### src/hdl/rsa_pkg.sv
// Shared types and constants for the ring scratch allocator.
// No dependencies; compile first.
package rsa_pkg;

    localparam logic [1:0] REQ_ALLOC = 2'd0;
    localparam logic [1:0] REQ_FREE  = 2'd1;
    localparam logic [1:0] REQ_QUERY = 2'd2;
    localparam logic [1:0] REQ_NOP   = 2'd3;

    localparam logic [1:0] KIND_IN   = 2'd0;
    localparam logic [1:0] KIND_NULL = 2'd1;

    localparam logic [1:0] ST_DONE    = 2'd0;
    localparam logic [1:0] ST_NULL    = 2'd1;
    localparam logic [1:0] ST_BACKING = 2'd2;

    localparam logic [15:0] PAD_MARK  = 16'hFFFF;
    localparam logic [15:0] FREE_MARK = 16'h8000;

    typedef enum logic [3:0] {
        S_IDLE,
        S_EVAL,
        S_WRAP,
        S_HDR,
        S_PAD,
        S_FIND_RD,
        S_FIND_CHK,
        S_MARK,
        S_WALK_RD,
        S_WALK_CHK,
        S_OUT
    } state_t;

    // controller -> datapath
    typedef struct packed {
        logic load;
        logic eval;
        logic wr_filler;
        logic wr_hdr;
        logic wr_pad;
        logic find_rd;
        logic find_step;
        logic do_query;
        logic wr_mark;
        logic walk_rd;
        logic walk_adv;
        logic set_back;
        logic set_null;
    } dp_cmd_t;

    // datapath -> controller
    typedef struct packed {
        logic is_alloc;
        logic is_fq;
        logic is_query;
        logic ptr_null;
        logic ptr_bad;
        logic no_fit;
        logic wrap;
        logic pad_done;
        logic find_zero;
        logic find_pad;
        logic walk_stop;
        logic walk_ok;
    } dp_sts_t;

endpackage

### src/hdl/rsa_ctrl.sv
// Controller state machine sequencing allocate, free and query requests.
// Depends on rsa_pkg.
module rsa_ctrl
    import rsa_pkg::*;
(
    input  logic    clk,
    input  logic    rst_n,
    input  logic    in_valid,
    output logic    in_ready,
    output logic    out_valid,
    input  logic    out_ready,
    output dp_cmd_t cmd,
    input  dp_sts_t sts
);
    state_t state_reg, state_next;

    always_ff @(posedge clk or negedge rst_n)
    begin
        if (!rst_n)
            state_reg <= S_IDLE;
        else
            state_reg <= state_next;
    end

    always_comb
    begin
        state_next = state_reg;
        cmd = '0;
        in_ready = 1'b0;
        out_valid = 1'b0;
        unique case (state_reg)
            S_IDLE:
            begin
                in_ready = 1'b1;
                if (in_valid)
                begin
                    cmd.load = 1'b1;
                    state_next = S_EVAL;
                end
            end
            S_EVAL:
            begin
                cmd.eval = 1'b1;
                if (sts.is_alloc)
                    state_next = S_WRAP;
                else if (!sts.is_fq)
                    state_next = S_OUT;
                else if (sts.ptr_null)
                begin
                    cmd.set_null = 1'b1;
                    state_next = S_OUT;
                end
                else if (sts.ptr_bad)
                begin
                    cmd.set_back = 1'b1;
                    state_next = S_OUT;
                end
                else
                    state_next = S_FIND_CHK;
            end
            S_WRAP:
            begin
                if (sts.no_fit)
                begin
                    cmd.set_back = 1'b1;
                    state_next = S_OUT;
                end
                else
                begin
                    cmd.wr_filler = sts.wrap;
                    state_next = S_HDR;
                end
            end
            S_HDR:
            begin
                cmd.wr_hdr = 1'b1;
                state_next = S_PAD;
            end
            S_PAD:
            begin
                if (sts.pad_done)
                    state_next = S_OUT;
                else
                    cmd.wr_pad = 1'b1;
            end
            S_FIND_CHK:
            begin
                if (sts.find_zero)
                    state_next = S_OUT;
                else
                begin
                    cmd.find_rd = 1'b1;
                    state_next = S_FIND_RD;
                end
            end
            S_FIND_RD:
            begin
                if (sts.find_pad)
                begin
                    cmd.find_step = 1'b1;
                    state_next = S_FIND_CHK;
                end
                else if (sts.is_query)
                begin
                    cmd.do_query = 1'b1;
                    state_next = S_OUT;
                end
                else
                    state_next = S_MARK;
            end
            S_MARK:
            begin
                cmd.wr_mark = 1'b1;
                state_next = S_WALK_RD;
            end
            S_WALK_RD:
            begin
                cmd.walk_rd = 1'b1;
                state_next = S_WALK_CHK;
            end
            S_WALK_CHK:
            begin
                if (sts.walk_ok)
                begin
                    cmd.walk_adv = 1'b1;
                    state_next = S_WALK_RD;
                end
                else
                    state_next = S_OUT;
            end
            S_OUT:
            begin
                out_valid = 1'b1;
                if (out_ready)
                    state_next = S_IDLE;
            end
            default:
                state_next = S_IDLE;
        endcase
    end

`ifndef SYNTH
    a_no_overlap: assert property (@(posedge clk) disable iff (!rst_n)
        !(in_ready && out_valid)) else $error("accept while result pending");
    a_out_hold: assert property (@(posedge clk) disable iff (!rst_n)
        out_valid && !out_ready |=> out_valid) else $error("result dropped");
    a_load_idle: assert property (@(posedge clk) disable iff (!rst_n)
        cmd.load |-> state_reg == S_IDLE) else $error("load outside idle");
`endif
endmodule

### config.mk
export PLATFORM = sky130hd
export DESIGN_NAME = rsa_ctrl
export DESIGN_NICKNAME = d
export VERILOG_FILES = /design/src/hdl/rsa_pkg.sv /design/src/hdl/rsa_ctrl.sv
export SDC_FILE = /design/constraint.sdc
export NUM_CORES = 1
export LEC_CHECK = 0
export ABC_AREA = 0
export BUFFER_PORTS_ARGS = -buffer_cell sky130_fd_sc_hd__buf_2
export CAP_MARGIN = 15
export CORE_MARGIN = 5
export CORE_UTILIZATION = 30
export DETAILED_ROUTE_END_ITERATION = 6
export GPL_TIMING_DRIVEN = 0
export PLACE_DENSITY = 0.64
export SLEW_MARGIN = 20
export SYNTH_ARGS = -nofsm -noshare
export SYNTH_HDL_FRONTEND = slang
export SYNTH_SLANG_ARGS = --single-unit
### constraint.sdc
create_clock -name clk -period 1.84 [get_ports clk]
set_input_delay 0.276 -clock clk [delete_from_list [all_inputs] [get_ports clk]]
set_output_delay 0.276 -clock clk [all_outputs]
set_load 0.005 [all_outputs]
==> results of run 1 <==
==> repair_timing <==
| action | 4_1_cts | 5_1_grt |
|---|---|---|
| resized for setup | 0 | 3 |
| setup buffers | 0 | 2 |
| hold endpoints to repair | 4 | 0 |
| setup endpoints to repair | 0 | 2 |
| hold buffers | 1 | 0 |
==> cells in the final DEF, fill, tap and decap left out, types with 3 or more instances in the layout <==
master and n:
buf_4 4, buf_2 29, nor2_1 10, clkbuf_4 3, buf_6 3, inv_1 5
nor3_1 7, nand2b_1 5, nand2_1 5, and2b_1 3, dfrtp_1 4, nor2b_1 3
==> layout make-up <==
type | instances | area share [%]
Sequential cell | 4 | 12.6
Timing Repair Buffer | 32 | 21.5
Multi-Input combinational cell | 59 | 50.6
Buffer | 5 | 6.16
Clock buffer | 3 | 2.84
Inverter | 5 | 2.37
Tap cell | 25 | 3.95
==> per-stage QoR <==
step | instance area, um^2 | TNS, ns
2_1_floorplan | 557 | 0
3_3_place_gp | 733 | 0
3_5_place_dp | 733 | 0
4_1_cts | 766 | 0
5_1_grt | 792 | -0.0115
6_report | 792 | 0
==> synth_stat cells <==
| cell | n |
|---|---|
| a21oi_1 | 1 |
| a22oi_1 | 1 |
| a2bb2oi_1 | 1 |
| a31oi_1 | 1 |
| a41oi_1 | 1 |
| and2_1 | 1 |
| and2b_1 | 3 |
| and3_1 | 1 |
| and4b_1 | 1 |
| buf_4 | 2 |
| buf_6 | 3 |
| dfrtp_1 | 4 |
| inv_1 | 5 |
| mux2i_1 | 1 |
| nand2_1 | 5 |
| nand2b_1 | 5 |
| nand2b_2 | 1 |
| nand3_1 | 1 |
| nor2_1 | 10 |
| nor2b_1 | 3 |
| nor3_1 | 7 |
| nor4_1 | 3 |
| nor4_4 | 1 |
| o211ai_1 | 1 |
| o21ai_0 | 2 |
| o21ai_2 | 1 |
| o221ai_1 | 1 |
| o22ai_1 | 1 |
| o31ai_2 | 1 |
| o32a_1 | 1 |
| o32ai_2 | 1 |
| o41ai_2 | 1 |
| or3_1 | 1 |
==> report_power, final <==
| group | internal (mW) | switching (mW) | leakage (nW) |
|---|---|---|---|
| registers | 0.131 | 0.0411 | 0.0511 |
| logic | 0.390 | 0.453 | 0.332 |
| clock network | 0.0727 | 0.0325 | 0.0138 |
| total | 0.593 | 0.526 | 0.397 |
==> worst max-delay path, delay by kind of cell (launching register included) <==
kind / cells / cell delay (ns)
flops: 1 / 0.38
simple gates: 2 / 0.40
compound gates: 1 / 0.14
buf+inv: 2 / 0.30
==> kinds of logic (layout without fill, tap and decap cells) <==
| logic type | Yosys count | count (layout) | share of synthesized area [%] |
|---|---|---|---|
| AOI/OAI and AO/OA | 15 | 15 | 23.8 |
| DFF | 4 | 4 | 18.0 |
| muxes | 1 | 1 | 1.80 |
| and+or+nand+nor | 43 | 43 | 44.3 |
| buffers and inverters | 10 | 45 | 12.1 |
==> worst min-delay path by stage <==
stage                      start           end  slack [ns]
after global placement     rst_n  state_reg[3]        0.08
final                     sts[7]  state_reg[2]        0.28
after detailed placement   rst_n  state_reg[2]        0.08
after CTS                 sts[7]  state_reg[2]        0.28
after global routing      sts[7]  state_reg[2]        0.29
after floorplan            rst_n  state_reg[0]       -0.02
==> routing by layer <==
| metal | share of wire (%) | up-vias | GRT usage [%] |
|---|---|---|---|
| li1 | - | 334 | - |
| met1 | 41 | 305 | 14.7 |
| met2 | 50 | 18 | 20.7 |
| met3 | 6.4 | 4 | 2.25 |
| met4 | 2.1 | 0 | 7.66 |
| met5 | 0 | - | 0 |
==> results_dict.tcl, run 1 <==
set metrics [dict create \
    outcome "complete, no violations" \
    critPathLaunch "state_reg[2]" \
    required_ns 1.56 \
    fin_total_pwr_mw 1.12 \
    grt_util_all_layers_pct 12.5 \
    finalNonFillerCells 133 \
    cts_buffer_depth 2 \
    cp-start-kind "register" \
    cp-end-kind "output port" \
    finalCritPeriodShare_pct 94.1 \
    viasPerCell 4.97 \
    io_pins 31 \
    cp_cell_sequence "buf_4 > nor4_4 > nand2_1 > o21ai_1 > buf_2" \
    syn_area_um2 557 \
    regArea_um2 100 \
    cts.clk_slew.worst_paths_ns 0.04 \
    crit_type "register to output port" \
    multi_input_area_um2 400 \
    wl_mm 1.64 \
    drive_above_1_share_pct 42.6 \
    die_y_um 53.1 \
    routabilityCongestion 0.806 \
    grt_pass1_wl_mm 2.59 \
    arrival_ns 1.46 \
    core_area_mm2 0.00175 \
    ant_nets 0 \
    clock_sinks 4 \
    setup_ws_ns 0.108 \
    fmax_mhz 577 \
    largest_reg_flops 4 \
    cts_buffers 3 \
    final_util_pct 45.4 \
    holdPathStages 2 \
    hold_class "input port to register" \
    htreeDepth 1 \
    leakagePower_nw 0.397 \
    drc 0 \
    synth_cells 73 \
    clockRootBuffer "clkbuf_4" \
    synth_top_area_share_pct 18.0 \
    synth_warnings 0 \
    grt_max_degree 11 \
    period_needed_ns 1.73 \
    ys_ff_latch 4 \
    synth.avg_cell_area_um2 7.63 \
    preCtsSetupSlack_ns 0.265 \
    antenna_cells 0 \
    area_delta_synth_final_pct 42.2 \
    vias 661 \
    r2r_start "state_reg[3]" \
    finalSetupViolCount 0 \
    r2r_slack_ns 0.42 \
    grt-ovfl-total 0 \
    rows 15 \
    crit_fanout 10 \
    firstDrtPassIters 4 \
    synth_cell_types 33 \
    syn_nets 89 \
    grt_pass1_vias 622 \
    regToRegEndpoint "state_reg[3]" \
    drv_cap 0 \
    skew_ns 0.00131 \
    io_buffers 29 \
    fp.dieW_um 53.1 \
    ys_top_cells_by_area "dfrtp_1, nor2_1, nor3_1, buf_6, nand2b_1" \
    whs_ns 0.281 \
    slew-limit-headroom_pct 77.1 \
    vdd_drop_max_uv 856 \
    reg2regPathDepth 5 \
    wl_per_cell_um 12.3 \
    worst_slew_pin_slew_ns 0.341 \
    placedCellCount 127 \
    antenna_found_initial 0 \
    clk_latency_ns 0.23 \
    crit_path_top_delay_cell "dfrtp_1" \
    dp_hpwl_mm 1.29 \
    hold_viol_final 0 \
    endpoint "cmd[1]" \
    p_per_area_mw_per_mm2 1410 \
    cts_tree "done" \
    start_util_pct 31.9 \
    fin_nets 126 \
    drt_iter0_drc 15 \
    final.fill_count 193 \
    synth_seq_area_share_pct 18.0 \
    synth.largest_area_cell "dfrtp_1" \
    die-area_mm2 0.00282 \
    report.final.slew_viol_count 0 \
    worst_path_largest_cell_delay_ns 0.38 \
]
Note: power is estimated with default switching activity, not from simulation.
==> run 2, diff against run 1 <==
Settings changed: CORE_AREA set to 5 5 42 44, CORE_MARGIN 5 to not set, CORE_UTILIZATION 30 to not set, DIE_AREA set to 0 0 47 49, PLACE_DENSITY 0.64 to 0.82.
==> results_dict.tcl, run 2 (synthesized netlist as in run 1, its figures left out) <==
set metrics [dict create \
    outcome "complete, no violations" \
    fp.dieW_um 47 \
    arrival_ns 1.51 \
    finalSetupViolCount 0 \
    core_area_mm2 0.00140 \
    slew-limit-headroom_pct 76.7 \
    drive_above_1_share_pct 42.6 \
    finalNonFillerCells 124 \
    firstDrtPassIters 4 \
    final_util_pct 55.7 \
    drv_cap 0 \
    clockRootBuffer "clkbuf_4" \
    dp_hpwl_mm 1.26 \
    whs_ns 0.291 \
    rsz0062_at_grt "true" \
    clk_latency_ns 0.23 \
    hold_viol_final 0 \
    die-area_mm2 0.00230 \
    worst_slew_pin_slew_ns 0.347 \
    period_needed_ns 1.78 \
    drt_iter0_drc 7 \
    antenna_cells 0 \
    hold_class "input port to register" \
    grt_pass1_wl_mm 2.64 \
    layout.cells.most_common "buf_2" \
    clock_sinks 4 \
    routabilityCongestion 0.877 \
    cp-end-kind "output port" \
    start_util_pct 39.7 \
    leakagePower_nw 0.399 \
    report.final.slew_viol_count 0 \
    crit_type "register to output port" \
    htreeDepth 1 \
    io_buffers 29 \
    cts_tree "done" \
    ant_nets 0 \
    grt_pass1_vias 640 \
    crit_fanout 10 \
    preCtsSetupSlack_ns 0.256 \
    largest_reg_flops 4 \
    wl_mm 1.63 \
    grt_max_degree 11 \
    viasPerCell 5.53 \
    setup_ws_ns 0.0576 \
    final_cell_mix "buf_2, nor2_1, nor3_1" \
    cts_buffer_depth 2 \
    area_delta_synth_final_pct 40.2 \
    fmax_mhz 561 \
    finalCritPeriodShare_pct 96.9 \
    rows 14 \
    p_per_area_mw_per_mm2 1450 \
    vias 686 \
    setup-tns-final_ns 0 \
    grt_util_all_layers_pct 15.0 \
    cp-start-kind "register" \
    wl_per_cell_um 13.1 \
    die_y_um 49 \
    placedCellCount 118 \
    antenna_found_initial 0 \
    fin_nets 126 \
    required_ns 1.56 \
    skew_ns 0.000420 \
    drc 0 \
    cts_buffers 3 \
    cts.clk_slew.worst_paths_ns 0.04 \
    io_pins 31 \
    grt-ovfl-total 0 \
    vdd_drop_max_uv 1030 \
]
-- run 2: worst paths after layout --
kind,startpoint,endpoint,slack (ns),depth (start not counted)
worst max-delay path,state_reg[2],cmd[1],0.06,5
worst min-delay path,sts[7],state_reg[2],0.29,2
worst max register to register,state_reg[3],state_reg[3],0.42,5
worst min register to register,state_reg[3],state_reg[2],0.69,2
max in group asynchronous,rst_n,state_reg[1],1.35,2
min in group asynchronous,rst_n,state_reg[2],0.38,2
-- run 2: what timing repair did --
item | in CTS | in global routing
hold buffers | 1 | 0
cloned | 0 | 0
hold endpoints to repair | 4 | 0
pin swaps | 0 | 1
setup buffers | 1 | 1
endpoints found under the setup margin | 1 | 3
resized for setup | 0 | 2
-- run 2: area by class of cell --
cell class | instances | area [um^2]
Fill cell | 140 | 621
Multi-Input combinational cell | 59 | 400
Timing Repair Buffer | 32 | 170
Sequential cell | 4 | 100
Buffer | 5 | 48.8
Clock buffer | 3 | 22.5
Tap cell | 16 | 20.0
Inverter | 5 | 18.8
-- run 2: routing by layer --
metal,track usage (%),vias to the layer above,share of wire (%)
met5,0,-,0
met1,18.3,323,41
li1,-,340,-
met4,6.45,0,0
met3,1.11,0,6.0
met2,25.6,23,53
-- run 2: metrics by stage --
step | power, mW | cell area (um^2)
floorplan | 0.761 | 557
global placement | 0.948 | 722
detailed placement | 0.966 | 722
CTS | 1.10 | 762
global route | 1.23 | 781
finish | 1.13 | 781
-- run 2: critical path: stages (launching register included) --
cell	delay (ns)
dfrtp_1	0.38
buf_4	0.18
nor4_4	0.29
nand2_1	0.13
o21ai_0	0.16
buf_2	0.13
-- run 2: power by group --
| part | switching (mW) | total, mW | internal [mW] | leakage [nW] |
|---|---|---|---|---|
| Combinational | 0.464 | 0.856 | 0.393 | 0.334 |
| Clock | 0.0326 | 0.105 | 0.0727 | 0.0138 |
| Sequential | 0.0396 | 0.171 | 0.131 | 0.0511 |
